<file path="config.mk">
export PLATFORM = sky130hd
export DESIGN_NAME = silence_gate_with_hold_time_top
export DESIGN_NICKNAME = d
export VERILOG_FILES = /design/src/rtl/sghold_pkg.sv /design/src/rtl/sghold_cfg.sv /design/src/rtl/sghold_core.sv /design/src/rtl/silence_gate_with_hold_time_top.sv
export SDC_FILE = /design/constraint.sdc
export NUM_CORES = 1
export LEC_CHECK = 0
export BUFFER_PORTS_ARGS = -buffer_cell sky130_fd_sc_hd__buf_4
export CORE_MARGIN = 1
export CORE_UTILIZATION = 57
export CTS_CLUSTER_SIZE = 20
export DETAILED_ROUTE_END_ITERATION = 6
export PLACE_DENSITY = 0.81
export SLEW_MARGIN = 30
export SYNTH_ARGS = -nofsm -noshare
export SYNTH_HDL_FRONTEND = slang
export SYNTH_SLANG_ARGS = --single-unit
</file>
<file path="constraint.sdc">
create_clock -name clk -period 5 [get_ports clk]
set_input_delay 1.5 -clock clk [delete_from_list [all_inputs] [get_ports clk]]
set_output_delay 1.5 -clock clk [all_outputs]
set_load 0.01 [all_outputs]
</file>
<file path="src/rtl/sghold_pkg.sv">
// ============================================================================
// sghold_pkg - shared types and constants for the silence gate
// Sample width, stream widths, register map and the event code.
// ============================================================================
package sghold_pkg;

  // Sample and derived widths
  localparam int SAMPLE_WIDTH = 16;
  localparam int MAG_W        = SAMPLE_WIDTH + 1;
  localparam int THR_W        = 16;
  localparam int CMP_W        = (MAG_W > THR_W) ? MAG_W : THR_W;
  localparam int TIME_W       = 32;

  // Stream payload widths, padded to whole bytes
  localparam int S_DATA_W = ((SAMPLE_WIDTH + TIME_W + 7) / 8) * 8;
  localparam int M_DATA_W = 8;

  // APB port widths
  localparam int ADDR_W = 4;
  localparam int DATA_W = 32;

  // Register indexes (address bits [3:2])
  localparam logic [1:0] REG_ENABLED = 2'd0;
  localparam logic [1:0] REG_THRESH  = 2'd1;
  localparam logic [1:0] REG_HOLD    = 2'd2;

  // Register reset values
  localparam logic             ENABLED_RST = 1'b1;
  localparam logic [THR_W-1:0]  THRESH_RST  = THR_W'(328);
  localparam logic [TIME_W-1:0] HOLD_RST    = TIME_W'(2000);

  // Event code carried with each result
  typedef enum logic [1:0] {
    EV_NONE  = 2'd0,
    EV_BEGAN = 2'd1,
    EV_ENDED = 2'd2
  } evt_t;

  // Settings handed from the register block to the detector
  typedef struct packed {
    logic              enabled;
    logic [THR_W-1:0]  loud_threshold;
    logic [TIME_W-1:0] hold_ms;
    logic              clear;
  } cfg_t;

endpackage

</file>
<file path="src/rtl/sghold_cfg.sv">
// ============================================================================
// sghold_cfg - configuration registers
// APB write/read of enabled, loud_threshold and hold_ms; any write of a
// listed register pulses a clear of the detection state.
// ============================================================================
module sghold_cfg (
  input  logic                        clk,
  input  logic                        rst,
  input  logic                        psel,
  input  logic                        penable,
  input  logic                        pwrite,
  input  logic [sghold_pkg::ADDR_W-1:0] paddr,
  input  logic [sghold_pkg::DATA_W-1:0] pwdata,
  output logic [sghold_pkg::DATA_W-1:0] prdata,
  output logic                        pready,
  output sghold_pkg::cfg_t            cfg
);
  import sghold_pkg::*;

  logic              enabled;
  logic [THR_W-1:0]  loud_threshold;
  logic [TIME_W-1:0] hold_ms;
  logic              clear;
  logic              wr;
  logic [1:0]        idx;

  assign pready = 1'b1;
  assign wr     = psel && penable && pwrite && pready;
  assign idx    = paddr[3:2];

  // Hold register values; pulse clear on a write of a listed register
  always_ff @(posedge clk) begin
    if (rst) begin
      enabled        <= ENABLED_RST;
      loud_threshold <= THRESH_RST;
      hold_ms        <= HOLD_RST;
      clear          <= 1'b0;
    end else begin
      clear <= 1'b0;
      if (wr) begin
        case (idx)
          REG_ENABLED: begin
            enabled <= pwdata[0];
            clear   <= 1'b1;
          end
          REG_THRESH: begin
            loud_threshold <= pwdata[THR_W-1:0];
            clear          <= 1'b1;
          end
          REG_HOLD: begin
            hold_ms <= pwdata[TIME_W-1:0];
            clear   <= 1'b1;
          end
          default: ;
        endcase
      end
    end
  end

  // Read back
  always_comb begin
    case (idx)
      REG_ENABLED: prdata = DATA_W'(enabled);
      REG_THRESH:  prdata = DATA_W'(loud_threshold);
      REG_HOLD:    prdata = DATA_W'(hold_ms);
      default:     prdata = '0;
    endcase
  end

  assign cfg.enabled        = enabled;
  assign cfg.loud_threshold = loud_threshold;
  assign cfg.hold_ms        = hold_ms;
  assign cfg.clear          = clear;

endmodule

</file>
<file path="src/rtl/sghold_core.sv">
// ============================================================================
// sghold_core - sample register, silence detector and result register
// One sample is registered, compared and folded into the detector state;
// a marked sample loads one result into the output register.
// ============================================================================
module sghold_core (
  input  logic                               clk,
  input  logic                               rst,
  input  sghold_pkg::cfg_t                   cfg,
  input  logic                               s_tvalid,
  output logic                               s_tready,
  input  logic signed [sghold_pkg::SAMPLE_WIDTH-1:0] in_sample,
  input  logic                               in_last_sample,
  input  logic [sghold_pkg::TIME_W-1:0]      in_now,
  output logic                               m_tvalid,
  input  logic                               m_tready,
  output logic                               out_pass,
  output sghold_pkg::evt_t                   out_event
);
  import sghold_pkg::*;

  // Input register
  logic                           in_valid;
  logic signed [SAMPLE_WIDTH-1:0] sample_q;
  logic                           last_q;
  logic [TIME_W-1:0]              now_q;

  // Detector state
  logic              loud_seen;
  logic [TIME_W-1:0] quiet_since;
  logic              quiet_valid;
  logic              in_silence;

  // Output register
  logic out_valid;
  logic pass_q;
  evt_t event_q;

  logic              consume;
  logic              finish;
  logic [MAG_W-1:0]  mag;
  logic              over;
  logic              loud;
  logic [TIME_W-1:0] elapsed;
  logic              loud_seen_next;
  logic [TIME_W-1:0] quiet_since_next;
  logic              quiet_valid_next;
  logic              in_silence_next;
  logic              pass_next;
  evt_t              event_next;

  // A plain sample always moves on; a marked one needs a free result slot
  assign consume  = in_valid && (!last_q || !out_valid || m_tready);
  assign finish   = consume && last_q;
  assign s_tready = !in_valid || consume;

  // Magnitude with the most negative value kept exact
  assign mag  = sample_q[SAMPLE_WIDTH-1]
              ? (MAG_W'(0) - {sample_q[SAMPLE_WIDTH-1], sample_q})
              : {1'b0, sample_q};
  assign over = CMP_W'(mag) > CMP_W'(cfg.loud_threshold);
  assign loud = loud_seen || over;
  assign elapsed = now_q - quiet_since;

  // Next detector state and result for the item in the input register
  always_comb begin
    loud_seen_next   = loud;
    quiet_since_next = quiet_since;
    quiet_valid_next = quiet_valid;
    in_silence_next  = in_silence;
    event_next       = EV_NONE;
    pass_next        = 1'b1;
    if (last_q) begin
      loud_seen_next = 1'b0;
      if (cfg.enabled) begin
        if (!loud) begin
          if (!quiet_valid) begin
            quiet_since_next = now_q;
            quiet_valid_next = 1'b1;
          end else if (elapsed >= cfg.hold_ms && !in_silence) begin
            in_silence_next = 1'b1;
            event_next      = EV_BEGAN;
          end
        end else begin
          if (in_silence) begin
            event_next = EV_ENDED;
          end
          in_silence_next  = 1'b0;
          quiet_since_next = '0;
          quiet_valid_next = 1'b0;
        end
        pass_next = !in_silence_next;
      end
    end
  end

  // Load samples into the input register
  always_ff @(posedge clk) begin
    if (rst) begin
      in_valid <= 1'b0;
    end else if (s_tready) begin
      in_valid <= s_tvalid;
    end
  end

  always_ff @(posedge clk) begin
    if (s_tvalid && s_tready) begin
      sample_q <= in_sample;
      last_q   <= in_last_sample;
      now_q    <= in_now;
    end
  end

  // Advance detector state; a register write clears detection
  always_ff @(posedge clk) begin
    if (rst) begin
      loud_seen   <= 1'b0;
      quiet_since <= '0;
      quiet_valid <= 1'b0;
      in_silence  <= 1'b0;
    end else begin
      if (consume) begin
        loud_seen   <= loud_seen_next;
        quiet_since <= quiet_since_next;
        quiet_valid <= quiet_valid_next;
        in_silence  <= in_silence_next;
      end
      if (cfg.clear) begin
        quiet_since <= '0;
        quiet_valid <= 1'b0;
        in_silence  <= 1'b0;
      end
    end
  end

  // Hold the result until its transfer
  always_ff @(posedge clk) begin
    if (rst) begin
      out_valid <= 1'b0;
    end else if (finish) begin
      out_valid <= 1'b1;
    end else if (m_tready) begin
      out_valid <= 1'b0;
    end
  end

  always_ff @(posedge clk) begin
    if (finish) begin
      pass_q  <= pass_next;
      event_q <= event_next;
    end
  end

  assign m_tvalid  = out_valid;
  assign out_pass  = pass_q;
  assign out_event = event_q;

  // Checks
  a_began_drops: assert property (@(posedge clk) disable iff (rst)
    out_valid && event_q == EV_BEGAN |-> !pass_q)
    else $error("silence-began result passes its buffer");

  a_ended_passes: assert property (@(posedge clk) disable iff (rst)
    out_valid && event_q == EV_ENDED |-> pass_q)
    else $error("silence-ended result drops its buffer");

  a_clear: assert property (@(posedge clk) disable iff (rst)
    cfg.clear |=> !in_silence && !quiet_valid)
    else $error("register write did not clear detection");

  a_rise_event: assert property (@(posedge clk) disable iff (rst)
    $rose(in_silence) |-> out_valid && event_q == EV_BEGAN)
    else $error("silence declared without a began result");

  a_fall_event: assert property (@(posedge clk) disable iff (rst)
    $fell(in_silence) && !$past(cfg.clear) |-> out_valid && event_q == EV_ENDED)
    else $error("silence left without an ended result");

endmodule

</file>
<file path="src/rtl/silence_gate_with_hold_time_top.sv">
// ============================================================================
// silence_gate_with_hold_time_top - audio squelch with hold time
// Marks each buffer loud or quiet, declares silence after hold_ms of quiet
// buffers and drops buffers while silent; reports began/ended events.
// ============================================================================
//
//  channel   direction  payload
//  s_*       in         sample, now_ms in tdata; last_in_buffer in tlast
//  m_*       out        pass_buffer, event_res in tdata (one per buffer)
//  APB       in/out     enabled @0x0, loud_threshold @0x4, hold_ms @0x8
//
//  One sample per cycle sustained while the result slot is free; a marked
//  sample's result is loaded into the output register as that sample
//  leaves the input register.
//  Reset (rst, synchronous) empties both registers and clears detection.
//  A stalled result holds the output register; plain samples keep flowing
//  and a marked sample waits in the input register until the slot frees.
//
module silence_gate_with_hold_time_top (
  input  logic                              clk,
  input  logic                              rst,
  // Sample stream: tdata = sample, now_ms (low bits first); tlast = last_in_buffer
  input  logic                              s_tvalid,
  output logic                              s_tready,
  input  logic [sghold_pkg::S_DATA_W-1:0]   s_tdata,
  input  logic                              s_tlast,
  // Result stream: tdata = pass_buffer, event_res (low bits first), zero padded
  output logic                              m_tvalid,
  input  logic                              m_tready,
  output logic [sghold_pkg::M_DATA_W-1:0]   m_tdata,
  // Configuration
  input  logic                              psel,
  input  logic                              penable,
  input  logic                              pwrite,
  input  logic [sghold_pkg::ADDR_W-1:0]     paddr,
  input  logic [sghold_pkg::DATA_W-1:0]     pwdata,
  output logic [sghold_pkg::DATA_W-1:0]     prdata,
  output logic                              pready
);
  import sghold_pkg::*;

  cfg_t cfg;
  logic out_pass;
  evt_t out_event;

  // Register block
  sghold_cfg u_cfg (
    .clk     (clk),
    .rst     (rst),
    .psel    (psel),
    .penable (penable),
    .pwrite  (pwrite),
    .paddr   (paddr),
    .pwdata  (pwdata),
    .prdata  (prdata),
    .pready  (pready),
    .cfg     (cfg)
  );

  // Detector
  sghold_core u_core (
    .clk            (clk),
    .rst            (rst),
    .cfg            (cfg),
    .s_tvalid       (s_tvalid),
    .s_tready       (s_tready),
    .in_sample      (s_tdata[SAMPLE_WIDTH-1:0]),
    .in_last_sample (s_tlast),
    .in_now         (s_tdata[SAMPLE_WIDTH +: TIME_W]),
    .m_tvalid       (m_tvalid),
    .m_tready       (m_tready),
    .out_pass       (out_pass),
    .out_event      (out_event)
  );

  // Pack the result
  assign m_tdata = {(M_DATA_W - 3)'(0), out_event, out_pass};

endmodule
</file>
==> results of run 1 <==
==> per-stage QoR <==
step / hold slack [ns] / cell area (um2) / utilization / setup slack (ns)
floorplan: 0.445 / 8210 / - / 1.17
finish: 0.468 / 9870 / 0.708 / 0.731
CTS: 0.469 / 9870 / 0.708 / 0.738
global route: 0.494 / 9870 / 0.708 / 0.453
detailed placement: 0.461 / 9260 / 0.664 / 0.769
global placement: 0.457 / 9260 / 0.664 / 0.853
==> cell families (layout without fill, tap and decap cells) <==
family / Yosys count / after routing / share of synthesized area
AOI/OAI and AO/OA: 251 / 251 / 0.220
xor gates and xnor gates: 39 / 39 / 0.0417
adders and majority gates: 81 / 81 / 0.125
buffers and inverters: 134 / 257 / 0.0678
DFF: 139 / 139 / 0.403
muxes: 3 / 3 / 0.00428
other: 2 / 6 / 0.000917
and+or+nand+nor: 236 / 236 / 0.137
==> state kept, by name (all words and copies together), names as in the netlist <==
name / cells
u_core.out_pass: 1
u_core.quiet_since: 32
u_cfg.enabled: 1
u_cfg.hold_ms: 32
u_core.in_silence: 1
u_core.m_tvalid: 1
u_cfg.loud_threshold: 16
u_cfg.clear: 1
u_core.in_valid: 1
u_core.out_event: 2
u_core.sample_q: 16
u_core.loud_seen: 1
u_core.now_q: 32
u_core.quiet_valid: 1
u_core.last_q: 1
==> cell type report <==
class                      instances  area [um2]
multi-input combinational        616        4370
fill                            1072        4070
sequential                       139        3300
timing repair buffer             135        1030
clock buffer                      22         494
inverter                          90         338
tap                              180         225
clock inverter                    10         114
==> where the power goes <==
| group | switching [mW] | internal (mW) |
|---|---|---|
| logic | 0.276 | 0.240 |
| clock network | 0.478 | 0.797 |
| registers | 0.0275 | 1.22 |
==> worst min path at each step <==
stage                                          start                               endpoint  slack, ns  cells after the start
5_1_grt        u_cfg.loud_threshold[15]$_SDFFE_PP0P_  u_cfg.loud_threshold[15]$_SDFFE_PP0P_       0.49                      2
4_1_cts        u_cfg.loud_threshold[13]$_SDFFE_PP0P_  u_cfg.loud_threshold[13]$_SDFFE_PP0P_       0.47                      2
3_3_place_gp          u_cfg.hold_ms[30]$_SDFFE_PP0P_         u_cfg.hold_ms[30]$_SDFFE_PP0P_       0.46                      2
3_5_place_dp          u_cfg.hold_ms[18]$_SDFFE_PP0P_         u_cfg.hold_ms[18]$_SDFFE_PP0P_       0.46                      2
2_1_floorplan         u_cfg.hold_ms[16]$_SDFFE_PP0P_         u_cfg.hold_ms[16]$_SDFFE_PP0P_       0.44                      2
6_report              u_cfg.hold_ms[18]$_SDFFE_PP0P_         u_cfg.hold_ms[18]$_SDFFE_PP0P_       0.47                      2
==> cell usage in the layout (no fill, tap or decap), drive strengths merged, types with 3 or more instances in the layout <==
cell      count
a211o         9
a211oi        5
a21o         24
a21oi        83
a22o         15
a22oi         3
a31oi         3
a32o         32
a41oi         3
and2         20
and3          3
buf         135
clkbuf       22
clkinv        4
clkinvlp      4
conb          6
dfxtp        87
edfxtp       52
ha           80
inv          90
nand2       112
nand2b        5
nand3        12
nand4        17
nor2         33
nor2b         9
nor3          7
o211ai        7
o21a         14
o21ai        29
o21bai        5
o31ai         5
o41ai         3
or3           4
xnor2        30
xor2          9
==> synth_stat cells, drive strengths merged, types with 5 or more instances <==
library cell,count
o21ai,29
xnor2,30
a22o,15
edfxtp,52
nor2,33
o21bai,5
a211o,9
inv,90
nand3,12
ha,80
a21oi,83
nor3,7
nand2,112
dfxtp,87
clkbuf,31
a21o,24
a32o,32
nand2b,5
and2,20
o21a,14
nand4,17
nor2b,9
xor2,9
a211oi,5
o211ai,7
o31ai,5
buf,13
==> critical path, cell delays in order (launching register included) <==
cell and delay (ns):
edfxtp_1 0.39, inv_1 0.07, ha_1 0.16, inv_1 0.06
fa_1 0.42, a211oi_1 0.32, o21ai_0 0.22, a41oi_1 0.31
a21oi_1 0.14, a2111oi_2 0.46, a21oi_1 0.15, xor2_1 0.18
ha_1 0.30, a21o_1 0.16, a21oi_1 0.12, o21ai_0 0.09
a22oi_1 0.18, o21a_1 0.23, nor3_1 0.07
==> layer usage <==
metal,wire (um),vias up
met5,0,-
met4,316,0
met3,1240,24
met2,9050,222
met1,8530,3155
li1,-,3382
==> results, run 1 <==
- The pin slew with the least headroom to its limit is 0.851 ns.
- For this design the top-level I/O count stands at 135.
- The flow ran to the end, and the final reports show no timing, DRC or antenna violations.
- The analysis attributes to cell leakage a power of 4.07 nW.
- Setup violations remaining at the end of the flow were counted as 0.
- Buffers inserted during clock tree synthesis total 17.
- Counting every instance in the synthesized netlist gives 885.
- For flop-to-flop paths, the worst setup slack is 0.73 ns.
- The initial core utilization is 0.588.
- The power density of the placed cells is 308 mW/mm2.
- The number of setup buffers added after CTS is 0.
- The count of distinct cell types in the synthesized netlist is 63.
- Data on the critical path arrives at its endpoint at 4.45 ns.
- The proportion of layout cells with a drive suffix above 1 is 0.208.
- After detailed routing, the number of vias per cell comes to 5.69.
- The worst setup path is captured at a flop.
- The cell area that synthesis handed to floorplanning was 0.00819 mm2.
- The number of placement rows is 43.
- The clock skew is 0.00657 ns.
- The cell sitting at the root of the clock tree is a clkbuf_16.
- For the worst setup path, the data required time is 5.18 ns.
- The net count reported at finish is 1172.
- In this run, synthesis inferred 52 flip-flops with an integrated enable.
- In the final routed layout, each cell accounts on average for 16.0 um.
- The die width is 122 um.
- The number of pins exceeding their max-slew limit in the final report is 0.
- The tool flagged a number of max-cap violations equal to 0.
- The overall power is 3.03 mW.
- The kind of start point of the critical path is a flop.
- The headroom to the max-slew limit is 0.430.
- The quantity of hold-fixing buffers added after cts is 0.
- Clock-pin slew was measured on the worst setup and hold paths at 0.06 ns.
- The clock passes through at most 2 buffers.
- For this run, asynchronously set or reset flops after synthesis account for 0.
- The floorplan step defined a die boundary enclosing 0.0149 mm2.
- The HPWL reported at the end of detailed placement is 13900 um.
- The layer flagged by global routing as most heavily used is met2.
- The worst flop-to-flop path startpoint is u_core.now_q[0]$_DFFE_PP_.
- The highest ir drop seen on vdd is 0.000302 V.
- Following the worst setup path forward leads to its endpoint at u_core.out_event[0]$_SDFFCE_PP0P_.
- The critical path starts at u_core.now_q[0]$_DFFE_PP_.
- Leaving out filler cells and counting taps, the final layout contains 1192.
- The total number of vias is 6783.
- The final number of hold-violating endpoints is 0.
- Of the post-synthesis cell area, the dominant cell type holds 0.213.
- For this run, global-route usage on met3 was measured as 0.0599.
- The met1 track demand over resource in global routing is 0.347.
- In this run, post-CTS repair resized a total of 0 instances.
- The peak clock frequency supported by timing is 234 MHz.
- The total congestion overflow after global routing is 0.
- During synthesis, Yosys emitted a total of 0 warnings.
- The share of the Yosys chip area taken by registers is 0.403.
- The class of the most critical setup path is reg -> reg.
- TritonCTS built the clock tree.
- The routability-driven placement congestion ratio is 0.858.
- The clock net sink count is 139.
- The first global-routing pass estimated 30700 um of wire.
- The worst reg2reg path depth is 18.
- The count of buffers from port buffering is 126.
- The deepest level of the CTS H-tree is 4.
- Dividing the final minimum period by the clock period gives 0.854.
- The detail route stage leaves a number of antenna-violating nets equal to 0.
- The largest driver fanout on the critical path is 3.
- The worst path needs 4.27 ns of the cycle, external delays included.
- The biggest area contributor in the post-synthesis netlist is dfxtp_1.
- The final-layout setup total negative slack is 0 ns.
- The number of DRC markers in iteration 0 is 556.
- The insertion delay to the later sink of the worst-skew pair is 0.43 ns.
- The count of state elements after synthesis is 139.
- The region available for standard cell placement spans 0.0139 mm2.
- The kind of path behind the tightest hold check is reg -> reg.
- Yosys attributes the largest share of cell area to dfxtp_1, edfxtp_1, ha_1.
- The endpoint identified for the worst register-to-register timing path is u_core.out_event[0]$_SDFFCE_PP0P_.
- Measured along the y axis, the die boundary spans 122 um.
- The overall track demand over capacity in global routing is 0.269.
- For this block, the routed nets add up to 19100 um of wire.
- Setup repair after global routing left no endpoint under its margin.
- The layout-stage area growth over the synthesis result is 20.4%.
- The dominant synthesized flop cell is dfxtp_1.
- In the global route stage, met2 resource usage came out at 0.446.
- The pin count of the biggest net entering global routing is 56.
- The via count of the first global-routing pass was 6293.
- The average instance in the mapped netlist occupies 9.26 um2.
- Counting tap cells, the placed design contains a total of 1160 instances.
- The number of antenna violations at the first check in global routing is 0.
- The first TritonRoute pass finished after 5 iterations.
- The number of antenna diodes in the final layout is 0.
- In the routed design, unresolved DRC markers number 0.
Power figures use the tool's default switching activity.
==> run 2: changes to the inputs <==
--- a/config.mk
+++ b/config.mk
@@ -5,9 +5,10 @@
 export SDC_FILE = /design/constraint.sdc
 export NUM_CORES = 1
 export LEC_CHECK = 0
+export ABC_AREA = 1
 export BUFFER_PORTS_ARGS = -buffer_cell sky130_fd_sc_hd__buf_4
 export CORE_MARGIN = 1
-export CORE_UTILIZATION = 57
+export CORE_UTILIZATION = 58
 export CTS_CLUSTER_SIZE = 20
 export DETAILED_ROUTE_END_ITERATION = 6
 export PLACE_DENSITY = 0.81
==> results, run 2 <==
- The deepest level of the CTS H-tree is 4.
- Port buffering added 126 buffers.
- Ranked by instance count, the synthesized netlist is headed by nand2_1, inv_1, a21oi_1, dfxtp_1, nor2_1.
- The die width is 124 um.
- The residual antenna-violating net count after detailed routing is 0.
- The root buffer cell is clkbuf_16.
- The net count reported at finish is 1379.
- Buffers added to address setup during post-CTS repair amount to 0.
- The design internal power is 2.24 mW.
- The library cells used most frequently in the layout, excluding fill and tap cells, are nand2_1, inv_1, buf_4.
- Measured against its own limit, the worst slew margin works out to 0.516.
- IR analysis of the VDD net gives a maximum drop of 0.000292 V.
- The total congestion overflow after global routing is 0.
- Wires add up to 20900 um.
- By startpoint and endpoint, the worst setup path is classified as in -> out.
- Counting along the longest clock path gives a buffer depth of 2.
- The number of placement rows is 44.
- The repair_antennas step left the layout with diodes totalling 0.
- For this run, the detailed router's first-pass iteration total came to 5.
- The tree built by TritonCTS fans out to 139 sinks.
- The biggest area consumer among synthesized cells is dfxtp_1.
- In this run, distinct cell masters in the synthesized netlist total 43.
- The instance count of the mapped netlist is 1093.
- The pin count of the biggest net entering global routing is 51.
- The final-layout setup total negative slack is 0 ns.
- The number of antenna violations at the first check in global routing is 0.
- The synthesized design contains 52 enable-type register cells.
- TritonCTS built the clock tree.
- The peak clock frequency supported by timing is 236 MHz.
- The total net switching power is 838 uW.
- For this run, the number of Yosys warnings is 0.
- Clock-pin slew was measured on the worst setup and hold paths at 0.05 ns.
- Of all nets on the critical path, the largest fanout is 17.
- The quantity of hold-fixing buffers added after cts is 0.
- For this design the top-level I/O count stands at 135.
- The final number of hold-violating endpoints is 0.
- Once placement finished, the instance area stood at 0.00954 mm2.
- After synthesis, the cell types taking the most area are dfxtp_1, edfxtp_1, ha_1.
- In the routed layout, each cell is associated on average with a via count of 5.48.
- For the worst setup path, the data required time is 3.50 ns.
- The power density of the placed cells is 303 mW/mm2.
- The insertion delay to the later sink of the worst-skew pair is 0.43 ns.
- The cell area that synthesis handed to floorplanning was 0.00857 mm2.
- The largest registers in the layout are u_cfg.hold_ms x32, u_core.now_q x32, u_core.quiet_since x32.
- For the pin with the worst max-slew slack, the measured transition is 0.724 ns.
- The dominant synthesized flop cell is dfxtp_1.
- Buffers inserted during clock tree synthesis total 17.
- Of the total power, the share spent switching nets is 0.273.
- The share of total power dissipated in the clock network is 0.413.
- The share of power burned in registers is 0.403.
- The portion of the clock cycle consumed by the worst path in the final layout is 0.846.
- The global-route wire length before repair is 33000 um.
- The kind of start point of the critical path is a primary input.
- For the finished layout, the period the worst path requires is 4.23 ns.
- After floorplanning, the core was sized to cover 0.0145 mm2.
- In this run the mean area of a mapped cell was 7.84 um2.
- The cell with the most instances after synthesis is nand2_1.
- The kind of path behind the tightest hold check is reg -> reg.
- Routability-driven placement finished with a final weighted congestion of 0.882.
- The total number of vias is 7691.
- For this configuration, the core starts out at a cell density of 0.592.
- The fraction of registers with async set/reset is 0.
- STA puts the critical path data arrival time at 2.73 ns.
- Between clock sinks in the finished design, the worst skew comes to 0.0126 ns.
- The category of the worst setup path capture point is an output port.
- Synthesis inferred 139 register bits.
- The HPWL reported at the end of detailed placement is 15500 um.
- The via count of the first global-routing pass is 7051.
- The leading cell type in the layout, fill and taps excluded is nand2_1.
- The tool flagged a number of max-cap violations equal to 0.
- Compared with the post-synthesis result, the final layout area differs by 18.3%.
- Setup violations remaining at the end of the flow were counted as 0.
- Of the total power, combinational logic draws 0.184.
- The final non-filler cell area is 0.0101 mm2.
- The number of pins exceeding their max-slew limit in the final report is 0.
- The share of the Yosys chip area taken by registers is 0.385.
- The area share of the leading cell type in the synthesized netlist is 0.203.
- The post-cts gate resize count is 0.
- The number of filler cells placed in the layout is 1208.
- The die covers 0.0153 mm2.
- In the final layout, the share of cells above drive strength 1 is 0.153.
- The average detailed-routed wire length per instance is 14.9 um.
- The analysis attributes to cell leakage a power of 4.35 nW.
- The overall track demand over capacity in global routing is 0.283.
- The run finished with clean final reports.
- For this run, design rule violations remaining after detail routing come to 0.
- In this run, the number of DRC markers left after iteration 0 of detailed routing was 476.
- Setup repair after global routing left no endpoint under its margin.
- From bottom edge to top edge, the die measures 124 um.
## run 2: cell count changes after synthesis, moves of 23 or more
| cell | change |
|---|---|
| o21ai_0 | +40 |
| a21oi_1 | +42 |
| nor2_1 | +52 |
| nand4_1 | +24 |
| a32o_2 | -30 |
| xor2_1 | +23 |
| nand2_1 | +75 |
| inv_1 | +75 |
## run 2: worst paths after layout
check                                     start  cells past startpoint                             endpoint  slack [ns]
max                                    paddr[3]                      7                           prdata[31]        0.77
min          u_core.quiet_since[5]$_SDFFE_PP0P_                      2   u_core.quiet_since[5]$_SDFFE_PP0P_        0.46
max reg2reg        u_core.sample_q[0]$_DFFE_PP_                     21  u_core.quiet_since[17]$_SDFFE_PP0P_        1.21
min reg2reg  u_core.quiet_since[5]$_SDFFE_PP0P_                      2   u_core.quiet_since[5]$_SDFFE_PP0P_        0.46
## run 2: area by class of cell
class                      count  area, um2  share of cell area
multi-input combinational    750       4390               0.433
sequential                   139       3300               0.326
timing repair buffer         132        991              0.0978
inverter                     166        626              0.0617
clock buffer                  21        450              0.0444
tap                          184        230              0.0227
clock inverter                11        145              0.0143
## run 2: power by group through the flow
stage	Clock, mW	Combinational, mW	Sequential [mW]
global placement	0	0.536	1.26
finish	1.27	0.564	1.24
floorplan	0	0.394	1.26
CTS	1.28	0.560	1.24
detailed placement	0	0.550	1.26
global route	1.33	0.636	1.24
## run 2: cell families after synthesis
group	after synthesis	share of synthesized area
and+or+nand+nor	378	0.193
AOI/OAI and AO/OA	245	0.156
buffers and inverters	208	0.104
DFF	139	0.385
adders and majority gates	81	0.119
xor gates and xnor gates	40	0.0409
other	2	0.000876
## run 2: worst max-delay path, stage by stage
cell and delay [ns]:
buf_4 0.13, inv_1 0.05, nor2_1 0.04, inv_1 0.46, buf_4 0.33, nor2_1 0.07
buf_4 0.14
## run 2: per-layer routing
| metal | global-route usage | up-vias | part of all wire |
|---|---|---|---|
| li1 | - | 3868 | - |
| met1 | 0.353 | 3538 | 0.44 |
| met2 | 0.483 | 261 | 0.47 |
| met3 | 0.0595 | 24 | 0.066 |
| met4 | 0.0926 | 0 | 0.018 |
| met5 | 0 | - | 0 |
## run 2: per-stage QoR
stage               std cells  hold slack, ns  utilization  setup WS, ns  total power [mW]
CTS                      1403           0.465        0.700         0.788              3.08
finish                   1403           0.464        0.700         0.769              3.07
detailed placement       1371           0.456        0.659         0.791              1.81
global placement         1371           0.452        0.659         0.814              1.80
floorplan                1097           0.444            -          1.29              1.65
global route             1403           0.477        0.700         0.698              3.21
==> run 3: changes to the inputs <==
--- a/config.mk
+++ b/config.mk
@@ -8,10 +8,10 @@
 export ABC_AREA = 1
 export BUFFER_PORTS_ARGS = -buffer_cell sky130_fd_sc_hd__buf_4
 export CORE_MARGIN = 1
-export CORE_UTILIZATION = 58
+export CORE_UTILIZATION = 52
 export CTS_CLUSTER_SIZE = 20
 export DETAILED_ROUTE_END_ITERATION = 6
-export PLACE_DENSITY = 0.81
+export PLACE_DENSITY = 0.77
 export SLEW_MARGIN = 30
 export SYNTH_ARGS = -nofsm -noshare
 export SYNTH_HDL_FRONTEND = slang
==> constraint.sdc (replaced) <==
create_clock -name clk -period 3.6 [get_ports clk]
set_input_delay 1.08 -clock clk [delete_from_list [all_inputs] [get_ports clk]]
set_output_delay 1.08 -clock clk [all_outputs]
set_load 0.01 [all_outputs]
==> results, run 3 (synthesis results as in run 2) <==
- For this run, design rule violations remaining after detail routing come to 0.
- The flow ran to the end, and the final reports show no timing, DRC or antenna violations.
- Along the worst path, the maximum fanout reaches 5.
- The post-route non-filler standard cell count is 1445.
- The clock tree from TritonCTS is built.
- The required time at the endpoint of the critical path is 3.77 ns.
- The leading cell type in the layout, fill and taps excluded is nand2_1.
- The final number of hold-violating endpoints is 0.
- For this configuration, the core starts out at a cell density of 0.536.
- The insertion delay to the later sink of the worst-skew pair is 0.42 ns.
- After layout, the design draws a total of 4.43 mW.
- After layout, the minimum clock period comes to 3.36 ns.
- Summed over all nets, the half-perimeter wirelength after detailed placement is 15400 um.
- The critical path endpoint is u_core.out_pass$_SDFFCE_PN1P_.
- The floorplan step defined a die boundary enclosing 0.0170 mm2.
- The kind of start point of the critical path is a flop.
- The proportion of layout cells with a drive suffix above 1 is 0.173.
- The overall track demand over capacity in global routing is 0.253.
- Setup slack closes at 0.245 ns.
- In the finished design, the share of the clock period the worst path needs comes to 0.932.
- The final-report setup violation count is 0.
- The first global-routing pass estimated 33300 um of wire.
- The aggregate routed wire length is 21300 um.
- For this design the static power due to leakage is 4.45 nW.
- During I/O placement, the number of pins put on the boundary was 135.
- The number of instances in the placed design is 1409.
- In the layout the commonest cells are nand2_1, inv_1, buf_4.
- Summing all multi-input logic gate instances after layout gives 0.00445 mm2.
- The repair_antennas step left the layout with diodes totalling 0.
- The vertical die dimension is 130 um.
- The first-pass iteration count of the detailed router is 5.
- The via density per instance is 5.38.
- For the worst flop-to-flop path, the logic depth is 17.
- The kind of path behind the tightest hold check is reg -> reg.
- Across the whole layout, storage elements account for 0.00330 mm2.
- The clock-pin slew on the worst setup and hold paths is 0.06 ns.
- In this run the critical register-to-register path is launched from u_core.now_q[18]$_DFFE_PP_.
- The maximum buffer depth of the clock tree is 2.
- The number of pins exceeding their max-slew limit in the final report was 0.
- The area of the core region is 0.0160 mm2.
- The number of hold buffers added after CTS was 0.
- The power density of the placed cells is 425 mW/mm2.
- The finished cells cover 0.0104 mm2.
- Relative to the synthesized area, the layout overhead comes to 21.5%.
- The total overflow left after global routing is 0.
- The net count reported at finish is 1389.
- The clock net sink count is 139.
- The endpoint of the most critical register-to-register path is u_core.out_pass$_SDFFCE_PN1P_.
- IR analysis of the VDD net gives a maximum drop of 0.000412 V.
- The tool flagged a number of max-cap violations equal to 0.
- The data arrival time of the critical path is 3.53 ns.
- Entering global routing, the biggest net connects 52 pins.
- Measured against its own limit, the worst slew margin works out to 0.527.
- The category of the worst setup path capture point is a flop.
- The clock skew is 0.00735 ns.
- The via count of the first global-routing pass is 7142.
- Buffers inserted during clock tree synthesis total 17.
- The largest registers in the layout are u_cfg.hold_ms x32, u_core.now_q x32, u_core.quiet_since x32.
- The count of buffers from port buffering is 126.
- At the end of routability-driven placement, the weighted congestion stood at 1.00.
- The die width is 130 um.
- The class of the most critical setup path is reg -> reg.
- The placed instance area is 0.00966 mm2.
- The detail route stage leaves a number of antenna-violating nets equal to 0.
- Setup repair after global routing left no endpoint under its margin.
- The number of filler cells placed in the layout is 1345.
- Dividing the detail-routed wire length by the instance count gives 14.7 um.
- Prior to clock tree synthesis, the placed netlist has a worst setup slack of 0.193 ns.
- The total number of vias is 7777.
- The number of DRC markers in iteration 0 is 695.
- For the pin with the worst max-slew slack, the measured transition is 0.709 ns.
- The deepest level of the CTS H-tree is 4.
- The root buffer cell is clkbuf_16.
- The peak clock frequency supported by timing is 298 MHz.
- The number of antenna violations at the first check in global routing is 0.
- The worst register-to-register path has a setup slack of 0.24 ns.
- The number of placement rows is 46.
- The most critical setup path has its startpoint at u_core.now_q[18]$_DFFE_PP_.
- After routing, the total negative slack on setup checks comes to 0 ns.
## run 3: changes by cell type in the layout (fill, tap and decap cells not counted), sizes merged
cell    change
buf         +9
clkinv      -3
inv         +1
clkbuf      +3
## run 3: metal layers
| metal | share of wire | global-route usage | up-vias |
|---|---|---|---|
| met2 | 0.47 | 0.415 | 293 |
| met5 | 0 | 0 | - |
| li1 | - | - | 3889 |
| met3 | 0.065 | 0.0525 | 34 |
| met4 | 0.019 | 0.0879 | 0 |
| met1 | 0.45 | 0.332 | 3561 |
## run 3: worst min path at each step
| stage | startpoint | to | slack (ns) | cells past startpoint |
|---|---|---|---|---|
| after floorplan | u_core.quiet_since[10]$_SDFFE_PP0P_ | u_core.quiet_since[10]$_SDFFE_PP0P_ | 0.44 | 2 |
| after global placement | u_core.quiet_since[6]$_SDFFE_PP0P_ | u_core.quiet_since[6]$_SDFFE_PP0P_ | 0.45 | 2 |
| after detailed placement | u_core.quiet_since[2]$_SDFFE_PP0P_ | u_core.quiet_since[2]$_SDFFE_PP0P_ | 0.46 | 2 |
| after CTS | u_core.quiet_since[6]$_SDFFE_PP0P_ | u_core.quiet_since[6]$_SDFFE_PP0P_ | 0.46 | 2 |
| after global routing | u_core.quiet_since[6]$_SDFFE_PP0P_ | u_core.quiet_since[6]$_SDFFE_PP0P_ | 0.48 | 2 |
| final | u_core.quiet_since[14]$_SDFFE_PP0P_ | u_core.quiet_since[14]$_SDFFE_PP0P_ | 0.46 | 2 |
## run 3: cell type report
class                      instances  area share
multi-input combinational        750       0.428
timing repair buffer             142       0.108
inverter                         166      0.0599
sequential                       139       0.317
clock inverter                     9      0.0127
clock buffer                      23      0.0489
tap                              216      0.0260
## run 3: metrics by stage
step | util | hold WS [ns]
after floorplan | - | 0.444
after global placement | 0.604 | 0.452
after detailed placement | 0.604 | 0.455
after CTS | 0.644 | 0.464
after global routing | 0.651 | 0.485
final | 0.651 | 0.465
## run 3: worst max-delay path, stage by stage, from the launching register on
cell      delay [ns]
edfxtp_1        0.42
ha_1            0.40
a21o_1          0.24
a31oi_2         0.27
o21ai_0         0.19
a21oi_1         0.14
o21ai_0         0.16
xor2_1          0.19
ha_1            0.34
nand4_1         0.15
inv_1           0.11
nand2_1         0.07
nand3_1         0.07
a21oi_1         0.06
nand2_1         0.08
nand2_1         0.08
nand2_1         0.07
nand2_1         0.05
## run 3: where the power goes
group | total (mW) | internal [mW] | switching [mW]
combinational | 0.834 | 0.342 | 0.492
clock | 1.87 | 1.21 | 0.663
sequential | 1.72 | 1.69 | 0.0321
## run 3: what timing repair did
action	4_1_cts	5_1_grt
gates resized for setup	0	17
setup endpoints to repair	0	24
setup buffers	0	3
